## src/rtl/json_string_unescaper_top_assert.svh

```systemverilog
// Assertion macros shared by the unescaper modules.
// Each expects clk and rst_n in scope.
`ifndef JSON_STRING_UNESCAPER_TOP_ASSERT_SVH
`define JSON_STRING_UNESCAPER_TOP_ASSERT_SVH

// same-cycle implication
`define JSU_ASSERT_NOW(lbl, ante, cons) \
  lbl: assert property (@(posedge clk) disable iff (!rst_n) (ante) |-> (cons)) \
    else $error("jsu assertion failed");

// next-cycle implication
`define JSU_ASSERT_NEXT(lbl, ante, cons) \
  lbl: assert property (@(posedge clk) disable iff (!rst_n) (ante) |=> (cons)) \
    else $error("jsu assertion failed");

`endif

```

## src/rtl/jsu_pkg.sv

```systemverilog
package jsu_pkg;

  localparam int unsigned FIFO_DEPTH = 4;
  localparam int unsigned MAX_OUT    = 6;
  localparam logic [15:0] CAP_RESET  = 16'd64;

  localparam logic [7:0] CH_QUOTE  = 8'h22;
  localparam logic [7:0] CH_BSLASH = 8'h5c;
  localparam logic [7:0] CH_SLASH  = 8'h2f;
  localparam logic [7:0] CH_SPACE  = 8'h20;
  localparam logic [7:0] CH_TAB    = 8'h09;
  localparam logic [7:0] CH_LF     = 8'h0a;
  localparam logic [7:0] CH_CR     = 8'h0d;
  localparam logic [7:0] CH_BS     = 8'h08;
  localparam logic [7:0] CH_FF     = 8'h0c;
  localparam logic [7:0] CH_LC_B   = 8'h62;
  localparam logic [7:0] CH_LC_F   = 8'h66;
  localparam logic [7:0] CH_LC_N   = 8'h6e;
  localparam logic [7:0] CH_LC_R   = 8'h72;
  localparam logic [7:0] CH_LC_T   = 8'h74;
  localparam logic [7:0] CH_LC_U   = 8'h75;

  typedef enum logic [3:0] {
    PH_SEEK,
    PH_BODY,
    PH_ESC,
    PH_U,
    PH_HELD,
    PH_HELD_ESC,
    PH_HELD_U,
    PH_DONE,
    PH_ERR
  } phase_t;

  typedef enum logic [1:0] {
    ST_BUSY = 2'd0,
    ST_DONE = 2'd1,
    ST_ERR  = 2'd2
  } status_t;

  // one decoded input byte: up to six stored bytes
  typedef struct packed {
    logic [MAX_OUT-1:0][7:0] bytes;
    logic [2:0]              cnt;
    status_t                 status;
    logic [15:0]             base;
  } entry_t;

  typedef struct packed {
    logic [3:0][7:0] b;
    logic [2:0]      len;
  } utf8_t;

  typedef struct packed {
    logic       ok;
    logic [3:0] val;
  } hex_t;

  function automatic utf8_t utf8_enc(input logic [20:0] cp);
    utf8_t r;
    r = '0;
    if (cp < 21'h80) begin
      r.b[0] = cp[7:0];
      r.len  = 3'd1;
    end else if (cp < 21'h800) begin
      r.b[0] = {3'b110, cp[10:6]};
      r.b[1] = {2'b10, cp[5:0]};
      r.len  = 3'd2;
    end else if (cp < 21'h10000) begin
      r.b[0] = {4'b1110, cp[15:12]};
      r.b[1] = {2'b10, cp[11:6]};
      r.b[2] = {2'b10, cp[5:0]};
      r.len  = 3'd3;
    end else begin
      r.b[0] = {5'b11110, cp[20:18]};
      r.b[1] = {2'b10, cp[17:12]};
      r.b[2] = {2'b10, cp[11:6]};
      r.b[3] = {2'b10, cp[5:0]};
      r.len  = 3'd4;
    end
    return r;
  endfunction

  function automatic hex_t hex_dec(input logic [7:0] c);
    hex_t r;
    r = '0;
    if (c >= 8'h30 && c <= 8'h39) begin
      r.ok  = 1'b1;
      r.val = c[3:0];
    end else if ((c >= 8'h61 && c <= 8'h66) || (c >= 8'h41 && c <= 8'h46)) begin
      r.ok  = 1'b1;
      r.val = c[3:0] + 4'd9;
    end
    return r;
  endfunction

endpackage

```

## src/rtl/jsu_fifo.sv

```systemverilog
`include "json_string_unescaper_top_assert.svh"

module jsu_fifo #(
  parameter int unsigned DEPTH = jsu_pkg::FIFO_DEPTH
) (
  input  logic            clk,
  input  logic            rst_n,
  input  logic            push,
  input  jsu_pkg::entry_t push_entry,
  output logic            full,
  input  logic            pop,
  output logic            empty,
  output jsu_pkg::entry_t head
);

  localparam int unsigned PW = (DEPTH > 1) ? $clog2(DEPTH) : 1;
  localparam int unsigned CW = $clog2(DEPTH + 1);

  jsu_pkg::entry_t mem_r [DEPTH];
  logic [PW-1:0]   wr_ptr_r, wr_ptr_nxt;
  logic [PW-1:0]   rd_ptr_r, rd_ptr_nxt;
  logic [CW-1:0]   cnt_r, cnt_nxt;

  assign full  = (cnt_r == CW'(DEPTH));
  assign empty = (cnt_r == '0);
  assign head  = mem_r[rd_ptr_r];

  always_comb begin
    wr_ptr_nxt = wr_ptr_r;
    rd_ptr_nxt = rd_ptr_r;
    cnt_nxt    = cnt_r;
    if (push) begin
      wr_ptr_nxt = (wr_ptr_r == PW'(DEPTH - 1)) ? '0 : wr_ptr_r + 1'b1;
    end
    if (pop) begin
      rd_ptr_nxt = (rd_ptr_r == PW'(DEPTH - 1)) ? '0 : rd_ptr_r + 1'b1;
    end
    if (push && !pop) begin
      cnt_nxt = cnt_r + 1'b1;
    end else if (pop && !push) begin
      cnt_nxt = cnt_r - 1'b1;
    end
  end

  always_ff @(posedge clk) begin
    if (!rst_n) begin
      wr_ptr_r <= '0;
      rd_ptr_r <= '0;
      cnt_r    <= '0;
    end else begin
      wr_ptr_r <= wr_ptr_nxt;
      rd_ptr_r <= rd_ptr_nxt;
      cnt_r    <= cnt_nxt;
    end
  end

  always_ff @(posedge clk) begin
    if (push) begin
      mem_r[wr_ptr_r] <= push_entry;
    end
  end

  `JSU_ASSERT_NOW(a_cnt_range, 1'b1, cnt_r <= CW'(DEPTH))
  `JSU_ASSERT_NEXT(a_cnt_grow, push && !pop, cnt_r == $past(cnt_r) + 1'b1)

endmodule

```

## src/rtl/jsu_front.sv

```systemverilog
`include "json_string_unescaper_top_assert.svh"

module jsu_front (
  input  logic            clk,
  input  logic            rst_n,
  input  logic [15:0]     cap,
  input  logic            in_beat_valid,
  output logic            in_stall,
  input  logic [7:0]      in_byte,
  input  logic            in_first_byte,
  input  logic            in_last_byte,
  input  logic            fifo_full,
  output logic            push,
  output jsu_pkg::entry_t push_entry
);

  jsu_pkg::phase_t phase_r, phase_nxt;
  logic [15:0]     acc_r, acc_nxt;
  logic [15:0]     held_r, held_nxt;
  logic [1:0]      dig_r, dig_nxt;
  logic [15:0]     stored_r, stored_nxt;

  jsu_pkg::phase_t ph;
  logic [15:0]     acc, held, stored;
  logic [1:0]      dig;
  jsu_pkg::hex_t   hx;
  logic [15:0]     acc_sh;
  logic            lo_high, lo_low;
  logic            esc_ok, esc_u;
  logic [7:0]      esc_val;
  logic            s1_en, s2_en, s2_raw;
  logic [20:0]     cp2;
  jsu_pkg::utf8_t  e1, e2;
  logic [2:0]      len1, len2, ntot, kept;
  logic [16:0]     stored_p1, room;
  logic [jsu_pkg::MAX_OUT-1:0][7:0] mb;

  assign in_stall = fifo_full;
  assign push     = in_beat_valid && !fifo_full;

  always_comb begin
    esc_ok  = 1'b1;
    esc_u   = 1'b0;
    esc_val = in_byte;
    case (in_byte)
      jsu_pkg::CH_QUOTE:  esc_val = jsu_pkg::CH_QUOTE;
      jsu_pkg::CH_BSLASH: esc_val = jsu_pkg::CH_BSLASH;
      jsu_pkg::CH_SLASH:  esc_val = jsu_pkg::CH_SLASH;
      jsu_pkg::CH_LC_B:   esc_val = jsu_pkg::CH_BS;
      jsu_pkg::CH_LC_F:   esc_val = jsu_pkg::CH_FF;
      jsu_pkg::CH_LC_N:   esc_val = jsu_pkg::CH_LF;
      jsu_pkg::CH_LC_R:   esc_val = jsu_pkg::CH_CR;
      jsu_pkg::CH_LC_T:   esc_val = jsu_pkg::CH_TAB;
      jsu_pkg::CH_LC_U: begin
        esc_ok = 1'b0;
        esc_u  = 1'b1;
      end
      default: esc_ok = 1'b0;
    endcase
  end

  always_comb begin
    ph     = in_first_byte ? jsu_pkg::PH_SEEK : phase_r;
    acc    = in_first_byte ? 16'h0 : acc_r;
    held   = in_first_byte ? 16'h0 : held_r;
    stored = in_first_byte ? 16'h0 : stored_r;
    dig    = in_first_byte ? 2'd0 : dig_r;

    hx      = jsu_pkg::hex_dec(in_byte);
    acc_sh  = {acc[11:0], hx.val};
    lo_high = acc_sh inside {[16'hd800:16'hdbff]};
    lo_low  = acc_sh inside {[16'hdc00:16'hdfff]};

    phase_nxt = ph;
    acc_nxt   = acc;
    held_nxt  = held;
    dig_nxt   = dig;
    s1_en     = 1'b0;
    s2_en     = 1'b0;
    s2_raw    = 1'b0;
    cp2       = {13'h0, in_byte};

    case (ph)
      jsu_pkg::PH_SEEK: begin
        if (in_byte inside {jsu_pkg::CH_SPACE, jsu_pkg::CH_TAB, jsu_pkg::CH_LF,
                            jsu_pkg::CH_CR}) begin
          phase_nxt = jsu_pkg::PH_SEEK;
        end else if (in_byte == jsu_pkg::CH_QUOTE && cap != 16'h0) begin
          phase_nxt = jsu_pkg::PH_BODY;
        end else begin
          phase_nxt = jsu_pkg::PH_ERR;
        end
      end
      jsu_pkg::PH_BODY, jsu_pkg::PH_HELD: begin
        if (ph == jsu_pkg::PH_HELD && in_byte == jsu_pkg::CH_BSLASH) begin
          phase_nxt = jsu_pkg::PH_HELD_ESC;
        end else begin
          s1_en = (ph == jsu_pkg::PH_HELD);
          if (in_byte == jsu_pkg::CH_QUOTE) begin
            phase_nxt = jsu_pkg::PH_DONE;
          end else if (in_byte == jsu_pkg::CH_BSLASH) begin
            phase_nxt = jsu_pkg::PH_ESC;
          end else begin
            phase_nxt = jsu_pkg::PH_BODY;
            s2_en     = 1'b1;
            s2_raw    = 1'b1;
          end
        end
      end
      jsu_pkg::PH_ESC, jsu_pkg::PH_HELD_ESC: begin
        if (esc_u) begin
          acc_nxt   = 16'h0;
          dig_nxt   = 2'd0;
          phase_nxt = (ph == jsu_pkg::PH_HELD_ESC) ? jsu_pkg::PH_HELD_U : jsu_pkg::PH_U;
        end else begin
          s1_en = (ph == jsu_pkg::PH_HELD_ESC);
          if (esc_ok) begin
            s2_en     = 1'b1;
            cp2       = {13'h0, esc_val};
            phase_nxt = jsu_pkg::PH_BODY;
          end else begin
            phase_nxt = jsu_pkg::PH_ERR;
          end
        end
      end
      jsu_pkg::PH_U, jsu_pkg::PH_HELD_U: begin
        if (!hx.ok) begin
          s1_en     = (ph == jsu_pkg::PH_HELD_U);
          phase_nxt = jsu_pkg::PH_ERR;
        end else begin
          acc_nxt = acc_sh;
          if (dig != 2'd3) begin
            dig_nxt = dig + 2'd1;
          end else if (ph == jsu_pkg::PH_HELD_U && lo_low) begin
            s2_en     = 1'b1;
            cp2       = 21'h10000 + {1'b0, held[9:0], acc_sh[9:0]};
            phase_nxt = jsu_pkg::PH_BODY;
          end else begin
            s1_en = (ph == jsu_pkg::PH_HELD_U);
            if (lo_high) begin
              held_nxt  = acc_sh;
              phase_nxt = jsu_pkg::PH_HELD;
            end else begin
              s2_en     = 1'b1;
              cp2       = {5'h0, acc_sh};
              phase_nxt = jsu_pkg::PH_BODY;
            end
          end
        end
      end
      default: phase_nxt = ph;
    endcase

    // buffer ended early: flush any held surrogate, then error
    if (in_last_byte && phase_nxt != jsu_pkg::PH_DONE && phase_nxt != jsu_pkg::PH_ERR) begin
      if (phase_nxt inside {jsu_pkg::PH_HELD, jsu_pkg::PH_HELD_ESC, jsu_pkg::PH_HELD_U}) begin
        s2_en = 1'b1;
        cp2   = {5'h0, held_nxt};
      end
      phase_nxt = jsu_pkg::PH_ERR;
    end

    e1   = jsu_pkg::utf8_enc({5'h0, held});
    e2   = jsu_pkg::utf8_enc(cp2);
    // plain body bytes are stored as they come, without encoding
    if (s2_raw) begin
      e2      = '0;
      e2.b[0] = in_byte;
      e2.len  = 3'd1;
    end
    len1 = s1_en ? 3'd3 : 3'd0;
    len2 = s2_en ? e2.len : 3'd0;
    ntot = len1 + len2;
    mb   = s1_en ? {e2.b[2], e2.b[1], e2.b[0], e1.b[2], e1.b[1], e1.b[0]}
                 : {16'h0, e2.b[3], e2.b[2], e2.b[1], e2.b[0]};

    stored_p1  = {1'b0, stored} + 17'd1;
    room       = (stored_p1 < {1'b0, cap}) ? ({1'b0, cap} - stored_p1) : 17'h0;
    kept       = (room >= {14'h0, ntot}) ? ntot : room[2:0];
    stored_nxt = stored + {13'h0, kept};

    push_entry.bytes  = mb;
    push_entry.cnt    = kept;
    push_entry.base   = stored;
    push_entry.status = (phase_nxt == jsu_pkg::PH_DONE) ? jsu_pkg::ST_DONE :
                        (phase_nxt == jsu_pkg::PH_ERR)  ? jsu_pkg::ST_ERR  :
                                                          jsu_pkg::ST_BUSY;
  end

  always_ff @(posedge clk) begin
    if (!rst_n) begin
      phase_r  <= jsu_pkg::PH_SEEK;
      acc_r    <= '0;
      held_r   <= '0;
      dig_r    <= '0;
      stored_r <= '0;
    end else if (push) begin
      phase_r  <= phase_nxt;
      acc_r    <= acc_nxt;
      held_r   <= held_nxt;
      dig_r    <= dig_nxt;
      stored_r <= stored_nxt;
    end
  end

  `JSU_ASSERT_NEXT(a_done_sticky, phase_r == jsu_pkg::PH_DONE && !(push && in_first_byte),
                   phase_r == jsu_pkg::PH_DONE)

endmodule

```

## src/rtl/jsu_back.sv

```systemverilog
`include "json_string_unescaper_top_assert.svh"

module jsu_back (
  input  logic            clk,
  input  logic            rst_n,
  input  logic            empty,
  input  jsu_pkg::entry_t head,
  output logic            pop,
  output logic            out_beat_valid,
  input  logic            out_stall,
  output logic [7:0]      out_byte,
  output logic            out_valid,
  output logic [1:0]      out_status,
  output logic [15:0]     out_stored_length,
  output logic            out_last_result
);

  logic [2:0]  idx_r, idx_nxt;
  logic        obv_r, obv_nxt;
  logic [7:0]  byte_r;
  logic        valid_r;
  logic [1:0]  status_r;
  logic [15:0] len_r;
  logic        last_r;

  logic emit, last;

  assign emit = !empty && (!obv_r || !out_stall);
  assign last = (head.cnt == 3'd0) || (idx_r == head.cnt - 3'd1);
  assign pop  = emit && last;

  always_comb begin
    idx_nxt = idx_r;
    if (emit) begin
      idx_nxt = last ? 3'd0 : idx_r + 3'd1;
    end
    obv_nxt = emit ? 1'b1 : (obv_r && out_stall);
  end

  always_ff @(posedge clk) begin
    if (!rst_n) begin
      idx_r <= '0;
      obv_r <= 1'b0;
    end else begin
      idx_r <= idx_nxt;
      obv_r <= obv_nxt;
    end
  end

  always_ff @(posedge clk) begin
    if (emit) begin
      valid_r  <= (head.cnt != 3'd0);
      byte_r   <= (head.cnt == 3'd0) ? 8'h00 : head.bytes[idx_r];
      status_r <= head.status;
      len_r    <= (head.cnt == 3'd0) ? head.base : head.base + {13'h0, idx_r} + 16'd1;
      last_r   <= last;
    end
  end

  assign out_beat_valid    = obv_r;
  assign out_byte          = byte_r;
  assign out_valid         = valid_r;
  assign out_status        = status_r;
  assign out_stored_length = len_r;
  assign out_last_result   = last_r;

  `JSU_ASSERT_NOW(a_len_nonzero, obv_r && valid_r, len_r != 16'h0)

endmodule

```

## src/rtl/json_string_unescaper_top.sv

```systemverilog
// JSON string unescaper. Bytes of a buffer enter one per beat (in_first_byte opens a
// buffer, in_last_byte closes it); each input beat yields one to six output beats, the
// final one flagged by out_last_result, carrying the stored UTF-8 bytes or, when none was
// stored, one beat with out_valid low. A byte is accepted every cycle while the
// decoded-beat queue (FIFO_DEPTH entries) has room; the output side drains one beat per
// cycle while out_stall is low. cfg_wdata sets the destination capacity (reset 64);
// write it only while idle.
module json_string_unescaper_top #(
  parameter int unsigned FIFO_DEPTH = jsu_pkg::FIFO_DEPTH
) (
  input  logic        clk,
  input  logic        rst_n,
  input  logic        cfg_we,
  input  logic [15:0] cfg_wdata,
  input  logic        in_beat_valid,
  output logic        in_stall,
  input  logic [7:0]  in_byte,
  input  logic        in_first_byte,
  input  logic        in_last_byte,
  output logic        out_beat_valid,
  input  logic        out_stall,
  output logic [7:0]  out_byte,
  output logic        out_valid,
  output logic [1:0]  out_status,
  output logic [15:0] out_stored_length,
  output logic        out_last_result
);

  logic [15:0]     cap_r;
  logic            push, pop, full, empty;
  jsu_pkg::entry_t push_entry, head;

  always_ff @(posedge clk) begin
    if (!rst_n) begin
      cap_r <= jsu_pkg::CAP_RESET;
    end else if (cfg_we) begin
      cap_r <= cfg_wdata;
    end
  end

  jsu_front u_front (
    .clk           (clk),
    .rst_n         (rst_n),
    .cap           (cap_r),
    .in_beat_valid (in_beat_valid),
    .in_stall      (in_stall),
    .in_byte       (in_byte),
    .in_first_byte (in_first_byte),
    .in_last_byte  (in_last_byte),
    .fifo_full     (full),
    .push          (push),
    .push_entry    (push_entry)
  );

  jsu_fifo #(
    .DEPTH (FIFO_DEPTH)
  ) u_fifo (
    .clk        (clk),
    .rst_n      (rst_n),
    .push       (push),
    .push_entry (push_entry),
    .full       (full),
    .pop        (pop),
    .empty      (empty),
    .head       (head)
  );

  jsu_back u_back (
    .clk               (clk),
    .rst_n             (rst_n),
    .empty             (empty),
    .head              (head),
    .pop               (pop),
    .out_beat_valid    (out_beat_valid),
    .out_stall         (out_stall),
    .out_byte          (out_byte),
    .out_valid         (out_valid),
    .out_status        (out_status),
    .out_stored_length (out_stored_length),
    .out_last_result   (out_last_result)
  );

endmodule

```

## config.mk

```make
export PLATFORM = sky130hd
export DESIGN_NAME = json_string_unescaper_top
export DESIGN_NICKNAME = d
export VERILOG_FILES = /design/src/rtl/jsu_pkg.sv /design/src/rtl/jsu_fifo.sv /design/src/rtl/jsu_front.sv /design/src/rtl/jsu_back.sv /design/src/rtl/json_string_unescaper_top.sv
export VERILOG_INCLUDE_DIRS = /design/src /design/src/rtl
export SDC_FILE = /design/constraint.sdc
export NUM_CORES = 1
export LEC_CHECK = 0
export BUFFER_PORTS_ARGS = -buffer_cell sky130_fd_sc_hd__buf_2
export CELL_PAD_IN_SITES_DETAIL_PLACEMENT = 2
export CELL_PAD_IN_SITES_GLOBAL_PLACEMENT = 2
export CORE_MARGIN = 4
export CORE_UTILIZATION = 47
export DETAILED_ROUTE_END_ITERATION = 16
export PLACE_DENSITY_LB_ADDON = 0.1
export SYNTH_ARGS = -nofsm -noshare
export SYNTH_HDL_FRONTEND = slang
export SYNTH_SLANG_ARGS = --single-unit
```

## constraint.sdc

```tcl
create_clock -name clk -period 15.2 [get_ports clk]
set_clock_uncertainty 0.15 [all_clocks]
set_input_delay 0 -clock clk [delete_from_list [all_inputs] [get_ports clk]]
set_output_delay 0 -clock clk [all_outputs]
set_load 0.01 [all_outputs]
```

Word-level counts from Yosys, hierarchy flattened
Memories as Yosys holds them, arrays and structs flattened. A register that Yosys moved wholly into a read port is not among the register bits.
Cells that the tools add are included.
Storage, ports and cells
  register bits: 109
  RAM bits: 276
  input port bits: 31
  output and inout bits: 30
  logic and storage cells: 213
  memories: 1
Cells by class
  add/subtract/negate cells: 15
  $lt $le $gt $ge: 18
  equality and inequality tests: 31
  multiplexer cells: 95
  reductions and logical operators: 37
Memories
  u_fifo.mem_r: words 4, bits a word 69, read ports 1, clocked after Yosys merged registers in 1, write ports 1, line jsu_fifo.sv:19  | jsu_pkg::entry_t mem_r [DEPTH];
Operator list (count)
  16-bit 2-to-1 mux: 14
  21-bit 2-to-1 mux: 6
  8-bit case mux with 8 select lines: 1
  8-bit by 7-bit equality test with 1-bit output, second input constant: 7
  48-bit 2-to-1 mux: 1
  4-bit 2-to-1 mux: 11
  21-bit case mux with 2 select lines: 1
  35-bit 2-to-1 mux: 1
  17-bit 2-to-1 mux: 2
  16-bit by 3-bit adder with 16-bit output: 2
  16-bit greater-or-equal comparator, second input constant: 2
  16-bit <= comparator, second input constant: 2
  8-bit 2-to-1 mux: 4
  16-bit case mux with 2 select lines: 1
  4-bit by 3-bit equality test with 1-bit output, second input constant: 7
  25-bit 2-to-1 mux: 1
  8-bit binary-select mux with 3-bit select: 1
  8-bit by 4-bit equality test with 1-bit output, second input constant: 3
  8-bit by 6-bit equality test with 1-bit output, second input constant: 3
  2-bit 2-to-1 mux: 12
  24-bit 2-to-1 mux: 1
  1-bit 2-to-1 mux: 22
  11-bit 2-to-1 mux: 2
  17-bit by 20-bit adder with 21-bit output, first input constant: 1
  other kinds (46): 88

Longest topological paths before layout
  depth in word-level cells: 26
  gate-level depth with buffers: 40
  gate-level depth less buffers: 38

By module
Synthesis repeated with hierarchy kept, for this count alone.
Second synthesis, totals
  cells, all modules: 1554
  area, all modules: 19652.6 um^2
By module, submodules not included
  jsu_fifo: instances 1, cells each 405, area each 10425.0 um^2, seq. area each 8468.1 um^2
  jsu_front: instances 1, cells each 945, area each 6710.2 um^2, seq. area each 1001.0 um^2
  jsu_back: instances 1, cells each 153, area each 1904.3 um^2, seq. area each 920.9 um^2
  json_string_unescaper_top: instances 1, cells each 51, area each 613.1 um^2, seq. area each 320.3 um^2

Least setup slack after synthesis
No wires, ideal clock.
  path kind: input port to flip-flop
  start point: input in_first_byte
  end point: register u_front.stored_r[10]
  setup time: 0.115 ns
  arrival: 7.121 ns
  data required time: 14.935 ns
  setup slack: 7.814 ns
  stages: 38
  path buffers: 3
  cell sequence: inv_1 clkbuf_1 buf_1 nand2_1 inv_1 ha_1 and2_1 nand4_1 xor2_1 ha_1 clkbuf_1 nand3_1 o31ai_1 o41ai_1 o21bai_1 a31oi_1 nor2b_1 nand2b_1 [2 not listed] a21o_1 a21o_1 nor2_1 nand4_1 nor4b_1 nand3_1 nor3_1 mux2i_1 ha_1 inv_1 fa_1 nor2b_1 o211ai_1 nor4bb_1 nand3_1 nor2_1 xnor2_1 and2_1
RTL lines
  start: declaration: line json_string_unescaper_top.sv:18  | input logic in_first_byte,
  end signal: assignment: line jsu_front.sv:202  | stored_r <= stored_nxt;
  end: declaration: line jsu_front.sv:21  | logic [15:0] stored_r, stored_nxt;

==> results.sh <==
export IMPL_ys_seq_elements=367
export IMPL_worst_setup_path_start_kind="flop"
export IMPL_max_clock_freq_ghz=0.1043
export IMPL_vias=13530
export IMPL_async_reset_ff_share_pct=0
export IMPL_areaGrowthSynthToFinish_pct=13.17
export IMPL_yosysSeqAreaShare_pct=55.61
export IMPL_antenna_left=0
export IMPL_clock_sinks=367
export IMPL_rsz0062_at_grt="false"
export IMPL_placementRows=72
export IMPL_synth_edf_count=288
export IMPL_drv_slew=0
export IMPL_cts_setup_buffers=0
export IMPL_hold_viol_final=0
export IMPL_multi_input_area_um2=7665
export IMPL_min_period_over_period_pct=63.09
export IMPL_r2r_slack_ps=5610
export IMPL_cts_tree="built"
export IMPL_hold_end="u_fifo.mem_r[0][45]"
export IMPL_syn_area_um2=18400
export IMPL_endpoint_kind="flop"
export IMPL_critPathSlowestCell="dfxtp_1"
export IMPL_synthesis_nets=1550
export IMPL_ioPinCount=61
export IMPL_grt_pass1_vias=14580
export IMPL_setup_viol=0
export IMPL_slew_headroom_pct=19.00
export IMPL_die_area_um2=42370
export IMPL_fill_cells=3656
export IMPL_grt_util_all_layers_pct=30.53
export IMPL_drt_iter0_drc=1289
export IMPL_avgSynthCellArea_um2=12.49
export IMPL_drtPass1Iterations=5
export IMPL_finalCriticalPeriod_ps=9590
export IMPL_cts_made_buffers=41
export IMPL_die_y_um=205.8
export IMPL_ys_flop_type="edfxtp_1"
export IMPL_critical_path_reg2reg_startpoint="u_front.phase_r[2]"
export IMPL_clockBufferDepth=3
export IMPL_timing_rr_end="u_front.stored_r[14]"
export IMPL_synthDistinctLibCells=97
export IMPL_hold_class="in2reg"
export IMPL_cts_root_buffer="clkbuf_16"
export IMPL_ir_drop_v=0.00008353
export IMPL_post_place_ws_ps=5637
export IMPL_min_from="in_byte[0]"
export IMPL_drc=0
export IMPL_grt_pass1_wl_um=96920
export IMPL_cpMostUsedCell="nor2_1"
export IMPL_leakage_nw=7.149
export IMPL_cap_violations=0
export IMPL_path_max_fanout=13
export IMPL_routabilityCongestion=0.8765
export IMPL_core_um2=38650
export IMPL_drive_above_1_share_pct=15.81
export IMPL_clk_latency_ps=580
export IMPL_regArea_um2=10230
export IMPL_grt_overflow_total=0
export IMPL_wirelength_um=64350
export IMPL_grt_antenna_before_repair=1
export IMPL_die_x_um=205.8
export IMPL_cp_arrival_ps=9890
export IMPL_hpwlAfterDp_um=41120
export IMPL_final_setup_worst_slack_ps=5610
export IMPL_nets=1632
export IMPL_finalSetupTns_ps=0
export IMPL_power_per_cell_area_nw_per_um2=146.4
export IMPL_r2r_cells=32
export IMPL_grt_max_degree=78
export IMPL_io_buffers=60
export IMPL_ys_warn_count=0
export IMPL_hold_depth=3
export IMPL_clk_pin_slew_worst_paths_ps=70
export IMPL_worst_slew_pin_slew_ps=1215
export IMPL_path_class="reg2reg"
export IMPL_syn_instance_count=1473
export IMPL_start_util_pct=47.60
export IMPL_cts_resized=0
export IMPL_viasPerCell=6.420
export IMPL_cts_htree_levels=2
export IMPL_routedWlPerCell_um=30.54
export IMPL_critical_path_max_stage_delay_ps=630
export IMPL_worst_ep_required_time_ps=15500
export IMPL_status="finished clean"
==> cells in the final DEF, fill, tap and decap left out, types with 16 or more instances in the layout <==
cell	netlist	final
dfxtp_1	79	77
xor2_1	21	21
edfxtp_1	288	288
a21oi_1	60	60
a22oi_1	26	26
nor3_1	20	19
a31oi_1	16	16
and2_1	26	22
a21o_1	17	17
o21ai_0	42	41
mux2i_1	42	42
clkbuf_16	0	43
mux4_2	72	72
nand2_1	123	123
xnor2_1	37	37
ha_1	41	41
nor2b_1	80	80
nor2_1	82	82
o22ai_1	21	21
nand3_1	46	46
inv_1	49	49
buf_2	11	60
dlygate4sd3_1	0	37
==> area by class of cell <==
| type | count | area share (%) |
|---|---|---|
| multi-input cells | 980 | 36.82 |
| inverters | 53 | 0.9556 |
| clock inverters | 17 | 0.6191 |
| well taps | 518 | 3.113 |
| clock buffers | 59 | 5.554 |
| flip-flops and latches | 367 | 49.16 |
| repair buffers | 112 | 3.762 |
| diodes | 1 | 0.01202 |
==> power breakdown <==
| part | leakage (nW) | switching, W | internal (W) |
|---|---|---|---|
| Sequential | 3.36 | 0.0000810 | 0.00123 |
| Clock | 0.625 | 0.000432 | 0.000550 |
| Combinational | 3.17 | 0.000432 | 0.000319 |
==> registers in the layout, indices dropped and copies added, names as in the netlist, named ones only <==
name,count
cap_r,16
u_back.idx_r,3
u_back.out_beat_valid,1
u_back.out_byte,8
u_back.out_last_result,1
u_back.out_status,2
u_back.out_stored_length,16
u_back.out_valid,1
u_fifo.cnt_r,3
u_fifo.mem_r,260
u_fifo.rd_ptr_r,2
u_fifo.wr_ptr_r,2
u_front.acc_r,12
u_front.dig_r,2
u_front.held_r,16
u_front.phase_r,4
u_front.stored_r,16
==> cells by family after synthesis <==
logic type | synth area share [%]
simple gates | 13.33
flops | 55.61
fa+ha+maj | 3.333
mux | 11.67
buf+inv | 2.809
compound gates | 10.49
xor+xnor | 2.762
==> metrics by stage <==
stage	util (%)	hold slack [ps]	power [W]	std cells	instance area, µm²
after floorplan	-	-20.96	0.001799	1473	18400
after global placement	49.58	68.13	0.001998	1993	19160
after detailed placement	49.58	78.38	0.002062	1993	19160
after CTS	53.86	10.79	0.003062	2106	20820
after global routing	53.86	47.35	0.003167	2106	20820
final	53.87	48.90	0.003048	2107	20820
==> worst max-delay path, delay by kind of cell (launching register included) <==
family	cells	cell delay, ps
compound gates	6	1400
xor+xnor	2	420
fa+ha+maj	5	1690
buf+inv	2	140
flops	1	630
mux	1	540
simple gates	16	4510
==> worst max-delay path by stage <==
stage / start / end / slack, ps / depth (start not counted)
2_1_floorplan: in_first_byte / u_front.stored_r[10] / 7810 / 38
3_3_place_gp: in_first_byte / u_front.stored_r[12] / 6250 / 37
3_5_place_dp: in_first_byte / u_front.stored_r[14] / 5640 / 36
4_1_cts: in_first_byte / u_front.stored_r[14] / 5680 / 36
5_1_grt: in_first_byte / u_front.stored_r[14] / 4750 / 37
6_report: u_front.phase_r[2] / u_front.stored_r[14] / 5610 / 32
==> synth_stat cells (all sizes together) (7+ instances only) <==
cell type / instances / area share [%]
and3: 15 / 0.54
mux2i: 43 / 2.4
nand3: 47 / 1.3
a22oi: 26 / 1.1
a21o: 17 / 0.69
and2: 29 / 1.0
edfxtp: 288 / 47
o221ai: 7 / 0.33
nand2b: 8 / 0.27
xnor2: 37 / 1.8
ha: 41 / 2.8
o211ai: 8 / 0.35
nor2: 87 / 1.8
xor2: 21 / 1.0
nor3: 20 / 0.54
or3: 9 / 0.31
o31ai: 14 / 0.67
o22ai: 21 / 0.71
clkbuf: 48 / 0.98
dfxtp: 79 / 8.6
nor2b: 81 / 2.8
a21oi: 62 / 1.7
nor4: 9 / 0.39
a21boi: 13 / 0.53
o21ai: 52 / 1.4
a31oi: 16 / 0.54
mux4: 72 / 8.8
inv: 53 / 1.1
mux2: 8 / 0.49
nand2: 123 / 2.5
nand4: 15 / 0.51
buf: 25 / 0.75
==> metal layers <==
metal	up-vias	global-route usage [%]	part of all wire, %	wire (µm)
li1	5755	-	-	-
met1	7096	40.61	42	27020
met4	0	8.484	3.1	1968
met3	143	5.106	5.7	3666
met5	-	0	0	0
met2	533	52.07	49	31690
==> timing repair <==
action,in CTS,in global routing
endpoints found under the hold margin,27,0
endpoints found under the setup margin,0,0
hold buffers,37,0
Note: power is estimated with default switching activity, not from simulation.
